<file path="src/sv/csc_pkg.sv">
// ----------------------------------------------------------------------------
// csc_pkg
// Shared types, character codes, class codes and classification functions
// for the C source byte classifier.
// ----------------------------------------------------------------------------
package csc_pkg;

    typedef logic [7:0] t_char;
    typedef logic [5:0] t_cls;

    // queue between front and back
    localparam int QUEUE_DEPTH = 4;
    localparam int QPTR_W      = $clog2(QUEUE_DEPTH);
    localparam int QCNT_W      = $clog2(QUEUE_DEPTH + 1);

    // characters
    localparam t_char CH_UPPER_A = 8'h41;
    localparam t_char CH_UPPER_Z = 8'h5A;
    localparam t_char CH_LOWER_A = 8'h61;
    localparam t_char CH_LOWER_Z = 8'h7A;
    localparam t_char CH_DIGIT_0 = 8'h30;
    localparam t_char CH_DIGIT_9 = 8'h39;
    localparam t_char CH_UNDER   = 8'h5F;
    localparam t_char CH_SPACE   = 8'h20;
    localparam t_char CH_NL      = 8'h0A;
    localparam t_char CH_TAB     = 8'h09;
    localparam t_char CH_PLUS    = 8'h2B;
    localparam t_char CH_MINUS   = 8'h2D;
    localparam t_char CH_DOT     = 8'h2E;
    localparam t_char CH_LPAREN  = 8'h28;
    localparam t_char CH_RPAREN  = 8'h29;
    localparam t_char CH_LBRACK  = 8'h5B;
    localparam t_char CH_RBRACK  = 8'h5D;
    localparam t_char CH_LBRACE  = 8'h7B;
    localparam t_char CH_RBRACE  = 8'h7D;
    localparam t_char CH_TILDE   = 8'h7E;
    localparam t_char CH_BANG    = 8'h21;
    localparam t_char CH_STAR    = 8'h2A;
    localparam t_char CH_SLASH   = 8'h2F;
    localparam t_char CH_PCT     = 8'h25;
    localparam t_char CH_LT      = 8'h3C;
    localparam t_char CH_GT      = 8'h3E;
    localparam t_char CH_EQ      = 8'h3D;
    localparam t_char CH_AMP     = 8'h26;
    localparam t_char CH_CARET   = 8'h5E;
    localparam t_char CH_PIPE    = 8'h7C;
    localparam t_char CH_COMMA   = 8'h2C;
    localparam t_char CH_SEMI    = 8'h3B;
    localparam t_char CH_SQUOTE  = 8'h27;
    localparam t_char CH_DQUOTE  = 8'h22;

    // terminal classes
    localparam t_cls CLS_SKIP      = 6'd0;
    localparam t_cls CLS_LETTER    = 6'd1;
    localparam t_cls CLS_NUMBER    = 6'd2;
    localparam t_cls CLS_INC       = 6'd3;
    localparam t_cls CLS_PLUS      = 6'd4;
    localparam t_cls CLS_DEC       = 6'd5;
    localparam t_cls CLS_ARROW     = 6'd6;
    localparam t_cls CLS_MINUS     = 6'd7;
    localparam t_cls CLS_DOT       = 6'd8;
    localparam t_cls CLS_LPAREN    = 6'd9;
    localparam t_cls CLS_RPAREN    = 6'd10;
    localparam t_cls CLS_LBRACK    = 6'd11;
    localparam t_cls CLS_RBRACK    = 6'd12;
    localparam t_cls CLS_LBRACE    = 6'd13;
    localparam t_cls CLS_RBRACE    = 6'd14;
    localparam t_cls CLS_BIT_NOT   = 6'd15;
    localparam t_cls CLS_NOT_EQ    = 6'd16;
    localparam t_cls CLS_LOG_NOT   = 6'd17;
    localparam t_cls CLS_STAR      = 6'd18;
    localparam t_cls CLS_DIV       = 6'd19;
    localparam t_cls CLS_MOD       = 6'd20;
    localparam t_cls CLS_LSHIFT    = 6'd21;
    localparam t_cls CLS_LESS_EQ   = 6'd22;
    localparam t_cls CLS_LESS      = 6'd23;
    localparam t_cls CLS_RSHIFT    = 6'd24;
    localparam t_cls CLS_GREATER_EQ = 6'd25;
    localparam t_cls CLS_GREATER   = 6'd26;
    localparam t_cls CLS_EQ_EQ     = 6'd27;
    localparam t_cls CLS_ASSIGN    = 6'd28;
    localparam t_cls CLS_LOG_AND   = 6'd29;
    localparam t_cls CLS_AND       = 6'd30;
    localparam t_cls CLS_BIT_XOR   = 6'd31;
    localparam t_cls CLS_LOG_OR    = 6'd32;
    localparam t_cls CLS_BIT_OR    = 6'd33;
    localparam t_cls CLS_COMMA     = 6'd34;
    localparam t_cls CLS_END_STMT  = 6'd35;
    localparam t_cls CLS_SQUOTE    = 6'd36;
    localparam t_cls CLS_DQUOTE    = 6'd37;
    localparam t_cls CLS_NONE      = 6'd38;

    // results caused by one input byte, as queued between front and back
    typedef struct packed {
        logic two;    // two results, else one
        t_cls cls0;
        t_cls cls1;
        logic last;   // byte was the final one of the text
    } t_run;

    function automatic t_cls single_class(input t_char c);
        t_cls r;
        r = CLS_NONE;
        if ((c >= CH_UPPER_A && c <= CH_UPPER_Z) || (c >= CH_LOWER_A && c <= CH_LOWER_Z) ||
            c == CH_UNDER) begin
            r = CLS_LETTER;
        end else if (c >= CH_DIGIT_0 && c <= CH_DIGIT_9) begin
            r = CLS_NUMBER;
        end else begin
            case (c)
                CH_SPACE, CH_NL, CH_TAB: r = CLS_SKIP;
                CH_PLUS:   r = CLS_PLUS;
                CH_MINUS:  r = CLS_MINUS;
                CH_DOT:    r = CLS_DOT;
                CH_LPAREN: r = CLS_LPAREN;
                CH_RPAREN: r = CLS_RPAREN;
                CH_LBRACK: r = CLS_LBRACK;
                CH_RBRACK: r = CLS_RBRACK;
                CH_LBRACE: r = CLS_LBRACE;
                CH_RBRACE: r = CLS_RBRACE;
                CH_TILDE:  r = CLS_BIT_NOT;
                CH_BANG:   r = CLS_LOG_NOT;
                CH_STAR:   r = CLS_STAR;
                CH_SLASH:  r = CLS_DIV;
                CH_PCT:    r = CLS_MOD;
                CH_LT:     r = CLS_LESS;
                CH_GT:     r = CLS_GREATER;
                CH_EQ:     r = CLS_ASSIGN;
                CH_AMP:    r = CLS_AND;
                CH_CARET:  r = CLS_BIT_XOR;
                CH_PIPE:   r = CLS_BIT_OR;
                CH_COMMA:  r = CLS_COMMA;
                CH_SEMI:   r = CLS_END_STMT;
                CH_SQUOTE: r = CLS_SQUOTE;
                CH_DQUOTE: r = CLS_DQUOTE;
                default:   r = CLS_NONE;
            endcase
        end
        return r;
    endfunction

    function automatic logic is_starter(input t_char c);
        return c == CH_PLUS || c == CH_MINUS || c == CH_BANG || c == CH_LT || c == CH_GT ||
               c == CH_EQ || c == CH_AMP || c == CH_PIPE || c == CH_SLASH;
    endfunction

    // combined class of a two-byte operator, skip when the bytes form none
    function automatic t_cls pair_class(input t_char a, input t_char b);
        t_cls r;
        r = CLS_SKIP;
        case (a)
            CH_PLUS:  if (b == CH_PLUS) r = CLS_INC;
            CH_MINUS: begin
                if (b == CH_MINUS) r = CLS_DEC;
                else if (b == CH_GT) r = CLS_ARROW;
            end
            CH_BANG:  if (b == CH_EQ) r = CLS_NOT_EQ;
            CH_LT: begin
                if (b == CH_LT) r = CLS_LSHIFT;
                else if (b == CH_EQ) r = CLS_LESS_EQ;
            end
            CH_GT: begin
                if (b == CH_GT) r = CLS_RSHIFT;
                else if (b == CH_EQ) r = CLS_GREATER_EQ;
            end
            CH_EQ:    if (b == CH_EQ) r = CLS_EQ_EQ;
            CH_AMP:   if (b == CH_AMP) r = CLS_LOG_AND;
            CH_PIPE:  if (b == CH_PIPE) r = CLS_LOG_OR;
            default:  r = CLS_SKIP;
        endcase
        return r;
    endfunction

endpackage

</file>
<file path="src/sv/csc_if.sv">
// ----------------------------------------------------------------------------
// csc_if
// Request channels of the C source byte classifier: text bytes in,
// terminal classes out.
// ----------------------------------------------------------------------------
interface csc_byte_if;
    logic             valid;
    logic             ready;
    csc_pkg::t_char   char_byte;
    logic             last_byte;

    modport source (output valid, output char_byte, output last_byte, input ready);
    modport sink   (input valid, input char_byte, input last_byte, output ready);
endinterface

interface csc_class_if;
    logic             valid;
    logic             ready;
    csc_pkg::t_cls    token_class;
    logic             last_of_run;
    logic             end_of_text;

    modport source (output valid, output token_class, output last_of_run,
                    output end_of_text, input ready);
    modport sink   (input valid, input token_class, input last_of_run,
                    input end_of_text, output ready);
endinterface

</file>
<file path="src/sv/csc_front.sv">
// ----------------------------------------------------------------------------
// csc_front
// Accepts text bytes, tracks the held operator byte and line comments, and
// pushes the results of each byte, if it has any, as one queue entry.
// ----------------------------------------------------------------------------
module csc_front (
    input  logic            i_clk,
    input  logic            i_rst_n,
    csc_byte_if.sink        i_in,
    input  logic            i_full,
    output logic            o_push,
    output csc_pkg::t_run   o_run
);
    import csc_pkg::*;

    logic  r_held;
    t_char r_hchar;
    logic  r_comment;
    logic  n_held;
    t_char n_hchar;
    logic  n_comment;

    logic  w_accept;
    logic  w_done;
    logic  w_any;
    t_cls  w_pc;
    t_char w_c;

    assign i_in.ready = !i_full;
    assign w_accept   = i_in.valid && !i_full;
    assign w_c        = i_in.char_byte;
    assign w_pc       = pair_class(r_hchar, w_c);

    always_comb begin
        n_held    = r_held;
        n_hchar   = r_hchar;
        n_comment = r_comment;
        w_done    = 1'b0;
        w_any     = 1'b0;
        o_run     = '{two: 1'b0, cls0: CLS_SKIP, cls1: CLS_SKIP, last: i_in.last_byte};

        if (r_comment) begin
            w_any  = 1'b1;
            w_done = 1'b1;
            if (w_c == CH_NL) n_comment = 1'b0;
        end else if (r_held) begin
            n_held  = 1'b0;
            n_hchar = '0;
            w_any   = 1'b1;
            if (w_pc != CLS_SKIP) begin
                o_run.cls0 = w_pc;
                o_run.two  = 1'b1;
                w_done     = 1'b1;
            end else if (r_hchar == CH_SLASH && w_c == CH_SLASH) begin
                o_run.two  = 1'b1;
                n_comment  = 1'b1;
                w_done     = 1'b1;
            end else begin
                o_run.cls0 = single_class(r_hchar);
            end
        end

        if (!w_done) begin
            if (is_starter(w_c) && !i_in.last_byte) begin
                n_held  = 1'b1;
                n_hchar = w_c;
            end else if (w_any) begin
                // flushed held byte comes first, this byte second
                o_run.cls1 = single_class(w_c);
                o_run.two  = 1'b1;
            end else begin
                o_run.cls0 = single_class(w_c);
                w_any      = 1'b1;
            end
        end

        if (i_in.last_byte) begin
            n_held    = 1'b0;
            n_hchar   = '0;
            n_comment = 1'b0;
        end
    end

    assign o_push = w_accept && w_any;

    always_ff @(posedge i_clk) begin
        if (!i_rst_n) begin
            r_held    <= 1'b0;
            r_hchar   <= '0;
            r_comment <= 1'b0;
        end else if (w_accept) begin
            r_held    <= n_held;
            r_hchar   <= n_hchar;
            r_comment <= n_comment;
        end
    end

endmodule

</file>
<file path="src/sv/csc_queue.sv">
// ----------------------------------------------------------------------------
// csc_queue
// Short first-in first-out queue of result entries between front and back.
// ----------------------------------------------------------------------------
module csc_queue (
    input  logic            i_clk,
    input  logic            i_rst_n,
    input  logic            i_push,
    input  csc_pkg::t_run   i_run,
    input  logic            i_pop,
    output logic            o_full,
    output logic            o_valid,
    output csc_pkg::t_run   o_head
);
    import csc_pkg::*;

    t_run              r_mem [QUEUE_DEPTH];
    logic [QPTR_W-1:0] r_wr;
    logic [QPTR_W-1:0] r_rd;
    logic [QCNT_W-1:0] r_cnt;
    logic              w_pop;

    assign o_full  = r_cnt == QCNT_W'(QUEUE_DEPTH);
    assign o_valid = r_cnt != '0;
    assign o_head  = r_mem[r_rd];
    assign w_pop   = i_pop && o_valid;

    always_ff @(posedge i_clk) begin
        if (i_push) r_mem[r_wr] <= i_run;
    end

    always_ff @(posedge i_clk) begin
        if (!i_rst_n) begin
            r_wr  <= '0;
            r_rd  <= '0;
            r_cnt <= '0;
        end else begin
            if (i_push) r_wr <= (r_wr == QPTR_W'(QUEUE_DEPTH - 1)) ? '0 : r_wr + 1'b1;
            if (w_pop)  r_rd <= (r_rd == QPTR_W'(QUEUE_DEPTH - 1)) ? '0 : r_rd + 1'b1;
            case ({i_push, w_pop})
                2'b10:   r_cnt <= r_cnt + 1'b1;
                2'b01:   r_cnt <= r_cnt - 1'b1;
                default: r_cnt <= r_cnt;
            endcase
        end
    end

endmodule

</file>
<file path="src/sv/csc_back.sv">
// ----------------------------------------------------------------------------
// csc_back
// Takes queue entries and sends their results one request at a time through
// a registered output stage.
// ----------------------------------------------------------------------------
module csc_back (
    input  logic            i_clk,
    input  logic            i_rst_n,
    input  logic            i_valid,
    input  csc_pkg::t_run   i_head,
    output logic            o_pop,
    csc_class_if.source     o_out
);
    import csc_pkg::*;

    logic r_ovalid;
    logic r_sub;
    t_cls r_cls;
    logic r_lor;
    logic r_eot;
    logic w_load;
    logic w_first;

    assign w_load  = !r_ovalid || o_out.ready;
    // first of a pair goes out without closing the entry
    assign w_first = !r_sub && i_head.two;
    assign o_pop   = w_load && i_valid && !w_first;

    always_ff @(posedge i_clk) begin
        if (!i_rst_n) begin
            r_ovalid <= 1'b0;
            r_sub    <= 1'b0;
        end else if (w_load) begin
            r_ovalid <= i_valid;
            if (i_valid) r_sub <= w_first;
        end
    end

    always_ff @(posedge i_clk) begin
        if (w_load && i_valid) begin
            r_cls <= r_sub ? i_head.cls1 : i_head.cls0;
            r_lor <= !w_first;
            r_eot <= !w_first && i_head.last;
        end
    end

    assign o_out.valid       = r_ovalid;
    assign o_out.token_class = r_cls;
    assign o_out.last_of_run = r_lor;
    assign o_out.end_of_text = r_eot;

endmodule

</file>
<file path="src/sv/c_source_char_classifier.sv">
// Path: a byte's results are written as one queue entry when it is accepted, then
// loaded into the output register; a held operator byte waits for the next byte.
// Throughput: one byte per cycle in while the queue has room; one result per cycle out
// while the receiver is ready, from the single output register; paired results go in turn.
// Reset: synchronous, active low; clears the held byte, the comment flag,
// the queue and the output stage.
// ----------------------------------------------------------------------------
// c_source_char_classifier
// Classifies C source text one byte per request into terminal classes,
// combining two-character operators and skipping line comments.
// ----------------------------------------------------------------------------
module c_source_char_classifier (
    input  logic        i_clk,
    input  logic        i_rst_n,
    csc_byte_if.sink    i_in,
    csc_class_if.source o_out
);
    import csc_pkg::*;

    logic w_full;
    logic w_push;
    t_run w_run;
    logic w_pop;
    logic w_qvalid;
    t_run w_head;

    csc_front u_front (
        .i_clk   (i_clk),
        .i_rst_n (i_rst_n),
        .i_in    (i_in),
        .i_full  (w_full),
        .o_push  (w_push),
        .o_run   (w_run)
    );

    csc_queue u_queue (
        .i_clk   (i_clk),
        .i_rst_n (i_rst_n),
        .i_push  (w_push),
        .i_run   (w_run),
        .i_pop   (w_pop),
        .o_full  (w_full),
        .o_valid (w_qvalid),
        .o_head  (w_head)
    );

    csc_back u_back (
        .i_clk   (i_clk),
        .i_rst_n (i_rst_n),
        .i_valid (w_qvalid),
        .i_head  (w_head),
        .o_pop   (w_pop),
        .o_out   (o_out)
    );

endmodule

</file>
<file path="src/flat_wrapper.sv">
// flat-port wrapper written by rule: the top's interface ports become plain ports
module c_source_char_classifier_flat import csc_pkg::*;
  (i_clk, i_rst_n, i_in_valid, i_in_char_byte, i_in_last_byte, i_in_ready, o_out_valid, o_out_token_class, o_out_last_of_run, o_out_end_of_text, o_out_ready);
  csc_byte_if i_in_i ();
  csc_class_if o_out_i ();
  input  logic i_clk;
  input  logic i_rst_n;
  input wire logic [$bits(i_in_i.valid)-1:0] i_in_valid;
  input wire logic [$bits(i_in_i.char_byte)-1:0] i_in_char_byte;
  input wire logic [$bits(i_in_i.last_byte)-1:0] i_in_last_byte;
  output wire logic [$bits(i_in_i.ready)-1:0] i_in_ready;
  output wire logic [$bits(o_out_i.valid)-1:0] o_out_valid;
  output wire logic [$bits(o_out_i.token_class)-1:0] o_out_token_class;
  output wire logic [$bits(o_out_i.last_of_run)-1:0] o_out_last_of_run;
  output wire logic [$bits(o_out_i.end_of_text)-1:0] o_out_end_of_text;
  input wire logic [$bits(o_out_i.ready)-1:0] o_out_ready;
  assign i_in_i.valid = i_in_valid;
  assign i_in_i.char_byte = i_in_char_byte;
  assign i_in_i.last_byte = i_in_last_byte;
  assign i_in_ready = i_in_i.ready;
  assign o_out_valid = o_out_i.valid;
  assign o_out_token_class = o_out_i.token_class;
  assign o_out_last_of_run = o_out_i.last_of_run;
  assign o_out_end_of_text = o_out_i.end_of_text;
  assign o_out_i.ready = o_out_ready;
  c_source_char_classifier u_core (.i_clk(i_clk), .i_rst_n(i_rst_n), .i_in(i_in_i), .o_out(o_out_i));
endmodule
</file>
<file path="config.mk">
export PLATFORM = sky130hd
export DESIGN_NAME = c_source_char_classifier_flat
export DESIGN_NICKNAME = d
export VERILOG_FILES = /design/src/sv/csc_pkg.sv /design/src/sv/csc_if.sv /design/src/sv/csc_front.sv /design/src/sv/csc_queue.sv /design/src/sv/csc_back.sv /design/src/sv/c_source_char_classifier.sv /design/src/flat_wrapper.sv
export SDC_FILE = /design/constraint.sdc
export NUM_CORES = 1
export LEC_CHECK = 0
export ABC_AREA = 0
export BUFFER_PORTS_ARGS = -buffer_cell sky130_fd_sc_hd__buf_4
export CAP_MARGIN = 20
export CORE_MARGIN = 2
export CORE_UTILIZATION = 40
export CTS_BUF_LIST = sky130_fd_sc_hd__clkbuf_4 sky130_fd_sc_hd__clkbuf_8 sky130_fd_sc_hd__clkbuf_16
export DETAILED_ROUTE_END_ITERATION = 8
export HOLD_SLACK_MARGIN = 0.1
export PLACE_DENSITY = 0.56
export SYNTH_ARGS = -nofsm -noshare
export SYNTH_HDL_FRONTEND = slang
export SYNTH_SLANG_ARGS = --single-unit
</file>
<file path="constraint.sdc">
create_clock -name i_clk -period 13.9 [get_ports i_clk]
set_clock_uncertainty 0.15 [all_clocks]
set_input_delay 4.17 -clock i_clk [delete_from_list [all_inputs] [get_ports i_clk]]
set_output_delay 4.17 -clock i_clk [all_outputs]
set_load 0.01 [all_outputs]
</file>
==> flow_metrics.env, run 1 <==
export IMPL_cp_end_kind="flop"
export IMPL_worstMarginPinSlew_ps=914
export IMPL_synthCells=536
export IMPL_rsz0062_at_grt="false"
export IMPL_clock_fmax_mhz=123
export IMPL_switching_share=0.289
export IMPL_track_usage=0.188
export IMPL_clockPowerShare=0.286
export IMPL_synth_area_mm2=0.00539
export IMPL_postSynthNetCount=566
export IMPL_slew_violations=0
export IMPL_crit_fanout=10
export IMPL_initial_core_util=0.408
export IMPL_ys_ff_latch=91
export IMPL_cts_sinks=91
export IMPL_route_vias_total=4178
export IMPL_p_seq_frac=0.468
export IMPL_cp_arrival_ps=8190
export IMPL_cts_made_buffers=9
export IMPL_relSlewSlack=0.389
export IMPL_insertion_delay_ps=330
export IMPL_p_comb_frac=0.246
export IMPL_power_density_mw_per_mm2=130
export IMPL_pin_count=23
export IMPL_die_y_um=120
export IMPL_synth_edf_count=64
export IMPL_wl_um=13000
export IMPL_worstSetupStartpointType="primary input"
export IMPL_yosysWarnings=0
export IMPL_antenna_found_initial=0
export IMPL_ant_nets=0
export IMPL_cp_required_ps=13960
export IMPL_r2r_cells=14
export IMPL_min_period_ps=8120
export IMPL_cts_htree_levels=3
export IMPL_leakage_uw=0.00203
export IMPL_die_w_um=120
export IMPL_wl_per_cell_um=18.1
export IMPL_finalHoldViolCount=0
export IMPL_setup_violations=0
export IMPL_critPathLaunch="i_in_char_byte[1]"
export IMPL_path_buf_inv=3
export IMPL_netlist_top_cells_area="edfxtp_1 (36%), dfxtp_1 (10%), mux4_2 (5.9%)"
export IMPL_grt_pass1_vias=4002
export IMPL_syn_avg_cell_area_um2=10.1
export IMPL_async_flop_share=0
export IMPL_rows=42
export IMPL_ctsHoldBuffers=0
export IMPL_drc_errors=0
export IMPL_cts_tree="yes"
export IMPL_switching_power_uw=223
export IMPL_dieArea_mm2=0.0144
export IMPL_synth_top_area_share=0.357
export IMPL_hold_ws_ps=321
export IMPL_critPathKind="in -> reg"
export IMPL_post_cts_buffers=0
export IMPL_crit_family="simple AND/OR/NAND/NOR gates"
export IMPL_maxCapViolations=0
export IMPL_drt_first_pass_iters=6
export IMPL_n_antenna_cell=0
export IMPL_nets=569
export IMPL_finalCoreUtilization=0.451
export IMPL_fin_ws_ps=5780
export IMPL_setup_tns_ps=0
export IMPL_cts_resized=0
export IMPL_gp_congestion=0.973
export IMPL_gr_total_overflow=0
export IMPL_internal_power_uw=550
export IMPL_dp_hpwl_um=9290
export IMPL_cp_depth=17
export IMPL_cts_buffer_depth=2
export IMPL_grt_max_degree=35
export IMPL_r2r_start="u_core.u_front.r_hchar[0]$_SDFFE_PN0P_"
export IMPL_synth_cell_types=72
export IMPL_synth_seq_area_share=0.457
export IMPL_slowest_stage="or3_1"
export IMPL_drtIter0Drc=505
export IMPL_period_share=0.584
export IMPL_clk_transition_reported_paths_ps=60
export IMPL_final_layout_size_suffix_gt1_frac=0.123
export IMPL_status="finished clean"
export IMPL_min_path_type="reg -> reg"
export IMPL_root_buffer="clkbuf_16"
export IMPL_slowest_delay_ps=530
export IMPL_syn2layout_area_growth_pct=10.4
export IMPL_core_mm2=0.0132
export IMPL_post_synth_top_area_cell="edfxtp_1"
export IMPL_crit_chain="buf_4, inv_1, ha_1, or2_1, a22oi_1, nor3_1, or4_1, or3_1, a21oi_2, a22oi_1, nor2_1, inv_1, ha_1, nand2_1, or2_1, a21boi_2, a31oi_1"
export IMPL_synth_ff_type="edfxtp_1"
export IMPL_io_buffers=22
export IMPL_viasPerCell=5.80
export IMPL_ir_drop_uv=65.6
export IMPL_grt_pass1_wl_um=21200
export IMPL_place_ws_ps=5430
export IMPL_reg2reg_slack_ps=9510
## layout by cell type, fill, tap and decap left out, types with 6 or more instances in the layout
master and count:
and2_1 14, nor2b_1 9, nand2b_1 7, a21oi_1 37, mux2_2 6, o211ai_1 6
nand2_1 41, o21ai_0 28, or3_1 8, dfxtp_1 27, mux4_2 14, mux2i_1 14
inv_1 26, nor2_1 50, nand3_1 14, nor3_1 17, o22ai_1 10, edfxtp_1 64
buf_4 24, ha_1 16, clkbuf_16 9, nand3b_1 6
## logic make-up after synthesis
logic type / count (synthesis) / synth area share
AND/OR/NAND/NOR: 199 / 0.192
AO/OA/AOI/OAI: 132 / 0.163
XOR/XNOR: 4 / 0.00650
buffers and inverters: 59 / 0.0434
multiplexers: 34 / 0.0971
flip-flops: 91 / 0.457
adder cells (fa/ha/maj): 17 / 0.0409
## registers in the layout, summed over array words and instances, names as in the netlist, named ones only
register,cells
u_core.u_back.o_out.token_class,6
u_core.u_queue.r_wr,2
u_core.u_queue.r_rd,2
u_core.u_front.r_held,1
u_core.u_queue.r_mem,56
u_core.u_queue.r_cnt,3
u_core.u_front.r_comment,1
u_core.u_back.o_out.valid,1
u_core.u_back.o_out.last_of_run,1
u_core.u_front.r_hchar,8
u_core.u_back.r_sub,1
u_core.u_back.o_out.end_of_text,1
## through the flow
step | std cells | area (µm²) | power, µW
3_3_place_gp | 703 | 5650 | 554
5_1_grt | 720 | 5950 | 817
4_1_cts | 719 | 5920 | 778
3_5_place_dp | 703 | 5650 | 558
6_report | 720 | 5950 | 774
2_1_floorplan | 536 | 5390 | 496
## power groups by stage
stage	Sequential (µW)	Clock (µW)	Combinational [µW]
2_1_floorplan	365	0	131
3_3_place_gp	373	0	181
3_5_place_dp	375	0	183
4_1_cts	368	226	184
5_1_grt	367	236	214
6_report	362	221	190
## synth_stat cells (all sizes together), types with 5 or more instances
cell type,count
mux2,6
edfxtp,64
mux4,14
or3,8
nand3b,6
nor3,17
nor2b,9
inv,26
nand2,41
a22oi,5
ha,16
dfxtp,27
o22ai,10
a21oi,38
and2,15
o211ai,6
nand3,14
nor2,50
mux2i,14
clkbuf,22
buf,11
o21ai,31
nand2b,7
a31oi,5
## how the worst min path moves through the flow
stage | depth (start not counted) | slack, ps | startpoint | end
2_1_floorplan | 2 | 320 | u_core.u_queue.r_cnt[2]$_SDFFE_PN0P_ | u_core.u_queue.r_cnt[2]$_SDFFE_PN0P_
3_3_place_gp | 2 | 310 | u_core.u_back.o_out.valid$_SDFFE_PN0N_ | u_core.u_back.o_out.valid$_SDFFE_PN0N_
3_5_place_dp | 2 | 310 | u_core.u_back.o_out.valid$_SDFFE_PN0N_ | u_core.u_back.o_out.valid$_SDFFE_PN0N_
4_1_cts | 2 | 320 | u_core.u_back.o_out.valid$_SDFFE_PN0N_ | u_core.u_back.o_out.valid$_SDFFE_PN0N_
5_1_grt | 2 | 380 | u_core.u_queue.r_wr[1]$_SDFFE_PN0P_ | u_core.u_queue.r_wr[1]$_SDFFE_PN0P_
6_report | 2 | 320 | u_core.u_back.o_out.valid$_SDFFE_PN0N_ | u_core.u_back.o_out.valid$_SDFFE_PN0N_
## per-layer routing
| layer | vias up | share of wire | global-route usage |
|---|---|---|---|
| li1 | 2014 | - | - |
| met1 | 2012 | 0.45 | 0.252 |
| met2 | 134 | 0.49 | 0.311 |
| met3 | 18 | 0.046 | 0.0285 |
| met4 | 0 | 0.014 | 0.0603 |
| met5 | - | 0 | 0 |
## area by class of cell
| type | instances | area [µm²] |
|---|---|---|
| well taps | 176 | 220 |
| fillers | 1268 | 7240 |
| clock buffers | 9 | 225 |
| inverters | 26 | 97.6 |
| multi-input cells | 386 | 2690 |
| flip-flops and latches | 91 | 2460 |
| repair buffers | 25 | 208 |
| clock inverters | 7 | 43.8 |
## worst min-delay path, delay by kind of cell (launching register included)
kind | cells | cell delay, ps
compound gates | 1 | 50
simple gates | 1 | 60
flops | 1 | 320
(Power assumes the default switching activity.)
==> run 2: changes to the inputs <==
Clock period 13.9 ns to 7.7 ns, I/O delays scaled along.
==> flow_metrics.env, run 2 (synthesis gave the netlist of run 1 again) <==
export IMPL_largest_register_ffs=56
export IMPL_pin_count=23
export IMPL_grt_pass1_vias=4097
export IMPL_antenna_found_initial=0
export IMPL_syn2layout_area_growth_pct=10.6
export IMPL_r2r_cells=14
export IMPL_r2r_start="u_core.u_front.r_hchar[0]$_SDFFE_PN0P_"
export IMPL_reg2reg_slack_ps=3330
export IMPL_nets=569
export IMPL_dieArea_mm2=0.0144
export IMPL_ant_nets=0
export IMPL_post_cts_buffers=0
export IMPL_worstMarginPinSlew_ps=971
export IMPL_whs_path_depth=2
export IMPL_p_comb_frac=0.229
export IMPL_cts_buffer_depth=2
export IMPL_critPathKind="in -> reg"
export IMPL_track_usage=0.190
export IMPL_layout_common_cells="edfxtp_1 (64), nor2_1 (50), nand2_1 (41)"
export IMPL_slew_violations=0
export IMPL_dp_hpwl_um=9430
export IMPL_clock_fmax_mhz=158
export IMPL_route_vias_total=4210
export IMPL_ir_drop_uv=109
export IMPL_gp_congestion=0.912
export IMPL_min_path_type="reg -> reg"
export IMPL_relSlewSlack=0.352
export IMPL_layout_commonest_cell="edfxtp_1"
export IMPL_slowest_stage="or3_1"
export IMPL_n_antenna_cell=0
export IMPL_die_w_um=120
export IMPL_insertion_delay_ps=340
export IMPL_setup_violations=0
export IMPL_min_period_ps=6310
export IMPL_crit_fanout=9
export IMPL_cts_resized=0
export IMPL_drc_errors=0
export IMPL_drtIter0Drc=370
export IMPL_cts_sinks=91
export IMPL_final_layout_size_suffix_gt1_frac=0.127
export IMPL_finalHoldViolCount=0
export IMPL_core_mm2=0.0132
export IMPL_grt_pass1_wl_um=21400
export IMPL_period_share=0.820
export IMPL_cp_arrival_ps=6430
export IMPL_drt_first_pass_iters=5
export IMPL_setup_tns_ps=0
export IMPL_worstSetupStartpointType="primary input"
export IMPL_cts_htree_levels=3
export IMPL_cts_tree="yes"
export IMPL_regMostFlops="u_core.u_queue.r_mem"
export IMPL_p_seq_frac=0.463
export IMPL_rows=42
export IMPL_slowest_delay_ps=530
export IMPL_min_to="u_core.u_back.o_out.valid$_SDFFE_PN0N_"
export IMPL_status="finished clean"
export IMPL_wl_per_cell_um=18.2
export IMPL_wl_um=13100
export IMPL_grt_max_degree=35
export IMPL_gr_total_overflow=0
export IMPL_switching_share=0.285
export IMPL_worstHoldStart="u_core.u_back.o_out.valid$_SDFFE_PN0N_"
export IMPL_cp_end_kind="flop"
export IMPL_root_buffer="clkbuf_16"
export IMPL_power_uw=1430
export IMPL_io_buffers=22
export IMPL_nFillCells=1225
export IMPL_crit_chain="buf_4, inv_1, ha_1, or2_1, a22oi_1, nor3_1, or4_1, or3_1, a21oi_2, a22oi_1, nor2_1, inv_1, ha_1, mux2i_1, a21oi_1, a211o_1, a21oi_1"
export IMPL_cts_made_buffers=9
export IMPL_internal_power_uw=1020
export IMPL_maxCapViolations=0
export IMPL_clk_transition_reported_paths_ps=60
export IMPL_viasPerCell=5.85
export IMPL_ctsHoldBuffers=0
export IMPL_power_density_mw_per_mm2=241
export IMPL_rsz0062_at_grt="false"
export IMPL_die_y_um=120
export IMPL_cp_required_ps=7820
export IMPL_initial_core_util=0.408
export IMPL_clockPowerShare=0.308
export IMPL_switching_power_uw=408
export IMPL_leakage_uw=0.00205
run 2: cell count changes in the layout (fill, tap and decap cells not counted), sizes merged:
| cell | previous run | this run |
|---|---|---|
| clkbuf | 9 | 10 |
| bufinv | 0 | 1 |
| clkinvlp | 2 | 0 |
run 2: how the worst max path moves through the flow:
stage                            from    to  cells past startpoint
detailed placement  i_in_char_byte[1]  flop                     17
CTS                 i_in_char_byte[1]  flop                     17
floorplan           i_in_char_byte[1]  flop                     18
finish              i_in_char_byte[0]  flop                     17
global route        i_in_char_byte[0]  flop                     17
global placement    i_in_char_byte[1]  flop                     17
run 2: metrics by stage:
stage | hold slack, ps | setup WS (ps) | instances | cell area [µm²] | util
6_report | 323 | 1390 | 720 | 5960 | 0.452
5_1_grt | 369 | 1140 | 720 | 5960 | 0.452
4_1_cts | 324 | 1450 | 720 | 5960 | 0.452
3_5_place_dp | 316 | 1090 | 704 | 5660 | 0.429
3_3_place_gp | 307 | 1230 | 704 | 5660 | 0.429
2_1_floorplan | 317 | 1680 | 536 | 5390 | -
run 2: area by class of cell:
class | count | area (µm²) | share of cell area
clock inverters | 6 | 65.1 | 0.0109
repair buffers | 25 | 188 | 0.0315
flip-flops and latches | 91 | 2460 | 0.413
well taps | 176 | 220 | 0.0370
inverters | 26 | 97.6 | 0.0164
multi-input cells | 386 | 2690 | 0.452
clock buffers | 10 | 233 | 0.0391
run 2: critical path: cells and delay by family:
kind            cells  cell delay [ps]
simple gates        5             1730
buf+inv             3              350
mux                 1              170
fa+ha+maj           2              700
compound gates      6             1170
run 2: power groups by stage:
stage / combinational (µW) / sequential, µW / clock (µW)
after floorplan: 236 / 658 / 0
after global placement: 324 / 674 / 0
after detailed placement: 331 / 677 / 0
after CTS: 332 / 667 / 448
after global routing: 363 / 674 / 470
final: 328 / 664 / 442
run 2: routing by layer:
metal	global-route usage	wire length, µm
met3	0.0356	664
met1	0.249	5860
met2	0.312	6310
met5	0	0
met4	0.0721	265
==> run 3: changes to the inputs <==
Clock period 7.7 ns to 6.5 ns, I/O delays scaled along.
==> flow_metrics.env, run 3 (synthesis gave the netlist of run 1 again) <==
export IMPL_cts_sinks=91
export IMPL_pin_count=23
export IMPL_post_cts_buffers=0
export IMPL_maxCapViolations=0
export IMPL_route_vias_total=4199
export IMPL_regMostFlops="u_core.u_queue.r_mem"
export IMPL_finalHoldViolCount=0
export IMPL_crit_chain="buf_4, inv_1, ha_1, or2_1, a22oi_1, nor3_1, or4_1, or3_1, a21oi_2, a22oi_1, nor2_1, inv_1, ha_1, mux2i_1, a21oi_1, a211o_1, a21oi_1"
export IMPL_final_layout_size_suffix_gt1_frac=0.132
export IMPL_clockPowerShare=0.313
export IMPL_cp_required_ps=6610
export IMPL_nFillCells=1234
export IMPL_rows=42
export IMPL_hold_ws_ps=329
export IMPL_worstSetupStartpointType="primary input"
export IMPL_gr_total_overflow=0
export IMPL_clk_transition_reported_paths_ps=70
export IMPL_largest_register_ffs=56
export IMPL_drt_first_pass_iters=5
export IMPL_drc_errors=0
export IMPL_relSlewSlack=0.347
export IMPL_p_seq_frac=0.459
export IMPL_switching_power_uw=495
export IMPL_reg2reg_slack_ps=2250
export IMPL_track_usage=0.189
export IMPL_ctsHoldBuffers=0
export IMPL_layout_common_cells="edfxtp_1 (64), nor2_1 (50), nand2_1 (41)"
export IMPL_slowest_stage="or4_1"
export IMPL_slew_violations=0
export IMPL_cp_end_kind="flop"
export IMPL_grt_pass1_wl_um=21300
export IMPL_initial_core_util=0.408
export IMPL_power_density_mw_per_mm2=286
export IMPL_setup_tns_ps=0
export IMPL_clock_fmax_mhz=170
export IMPL_cts_made_buffers=9
export IMPL_antenna_found_initial=0
export IMPL_drtIter0Drc=431
export IMPL_setup_violations=0
export IMPL_cp_arrival_ps=6010
export IMPL_wl_um=13100
export IMPL_status="finished clean"
export IMPL_viasPerCell=5.82
export IMPL_critPathKind="in -> reg"
export IMPL_dp_hpwl_um=9550
export IMPL_gp_congestion=0.900
export IMPL_rsz0062_at_grt="false"
export IMPL_cts_buffer_depth=2
export IMPL_core_mm2=0.0132
export IMPL_insertion_delay_ps=340
export IMPL_die_w_um=120
export IMPL_cts_tree="yes"
export IMPL_switching_share=0.289
export IMPL_period_share=0.908
export IMPL_p_comb_frac=0.228
export IMPL_crit_fanout=10
export IMPL_layout_commonest_cell="edfxtp_1"
export IMPL_ir_drop_uv=123
export IMPL_placed_area_mm2=0.00567
export IMPL_leakage_uw=0.00206
export IMPL_ant_nets=0
export IMPL_cts_resized=0
export IMPL_cts_htree_levels=3
export IMPL_syn2layout_area_growth_pct=11.0
export IMPL_nets=571
export IMPL_internal_power_uw=1220
export IMPL_fin_area_mm2=0.00598
export IMPL_grt_max_degree=35
export IMPL_r2r_start="u_core.u_front.r_hchar[0]$_SDFFE_PN0P_"
export IMPL_grt_pass1_vias=4164
export IMPL_min_period_ps=5900
export IMPL_die_y_um=120
export IMPL_dieArea_mm2=0.0144
export IMPL_wl_per_cell_um=18.2
export IMPL_worstHoldStart="u_core.u_back.o_out.valid$_SDFFE_PN0N_"
export IMPL_slowest_delay_ps=530
export IMPL_io_buffers=22
export IMPL_n_antenna_cell=0
export IMPL_worstMarginPinSlew_ps=979
export IMPL_critPathLaunch="i_in_char_byte[1]"
export IMPL_root_buffer="clkbuf_16"
export IMPL_min_path_type="reg -> reg"
## run 3: cell type report
cell class	count	area, µm²	share of cell area
Timing Repair Buffer	27	203	0.0339
Tap cell	176	220	0.0368
Multi-Input combinational cell	386	2690	0.450
Clock inverter	7	82.6	0.0138
Inverter	26	97.6	0.0163
Sequential cell	91	2460	0.412
Clock buffer	9	225	0.0376
## run 3: per-stage QoR
step | worst slack (ps) | instances | total power (µW) | util
global placement | 502 | 706 | 1180 | 0.430
CTS | 709 | 722 | 1730 | 0.454
floorplan | 844 | 536 | 1060 | -
global route | 403 | 722 | 1810 | 0.454
detailed placement | 334 | 706 | 1200 | 0.430
finish | 601 | 722 | 1710 | 0.454
## run 3: path summary, 6_finish.rpt
kind,endpoint,depth (start not counted)
worst min-delay path,u_core.u_back.o_out.valid$_SDFFE_PN0N_,2
worst max-delay path,flop,17
worst max register to register,flop,14
worst min register to register,u_core.u_back.o_out.valid$_SDFFE_PN0N_,2
## run 3: power by group through the flow
stage	Combinational (µW)	Sequential, µW	Clock [µW]
CTS	396	790	548
global placement	385	798	0
floorplan	280	780	0
global route	434	797	575
detailed placement	394	801	0
finish	390	786	536
## run 3: per-layer routing
| metal | vias up | global-route usage | share of wire | wire length (µm) |
|---|---|---|---|---|
| met4 | 0 | 0.0706 | 0.026 | 346 |
| li1 | 2009 | - | - | - |
| met1 | 2036 | 0.245 | 0.45 | 5910 |
| met2 | 124 | 0.313 | 0.48 | 6310 |
| met3 | 30 | 0.0352 | 0.042 | 546 |
| met5 | - | 0 | 0 | 0 |
## run 3: critical path, delay by kind of cell
family,cells,cell delay (ps)
muxes,1,160
and+or+nand+nor,5,1720
adders and majority gates,2,690
buffers and inverters,3,340
AOI/OAI and AO/OA,6,1140
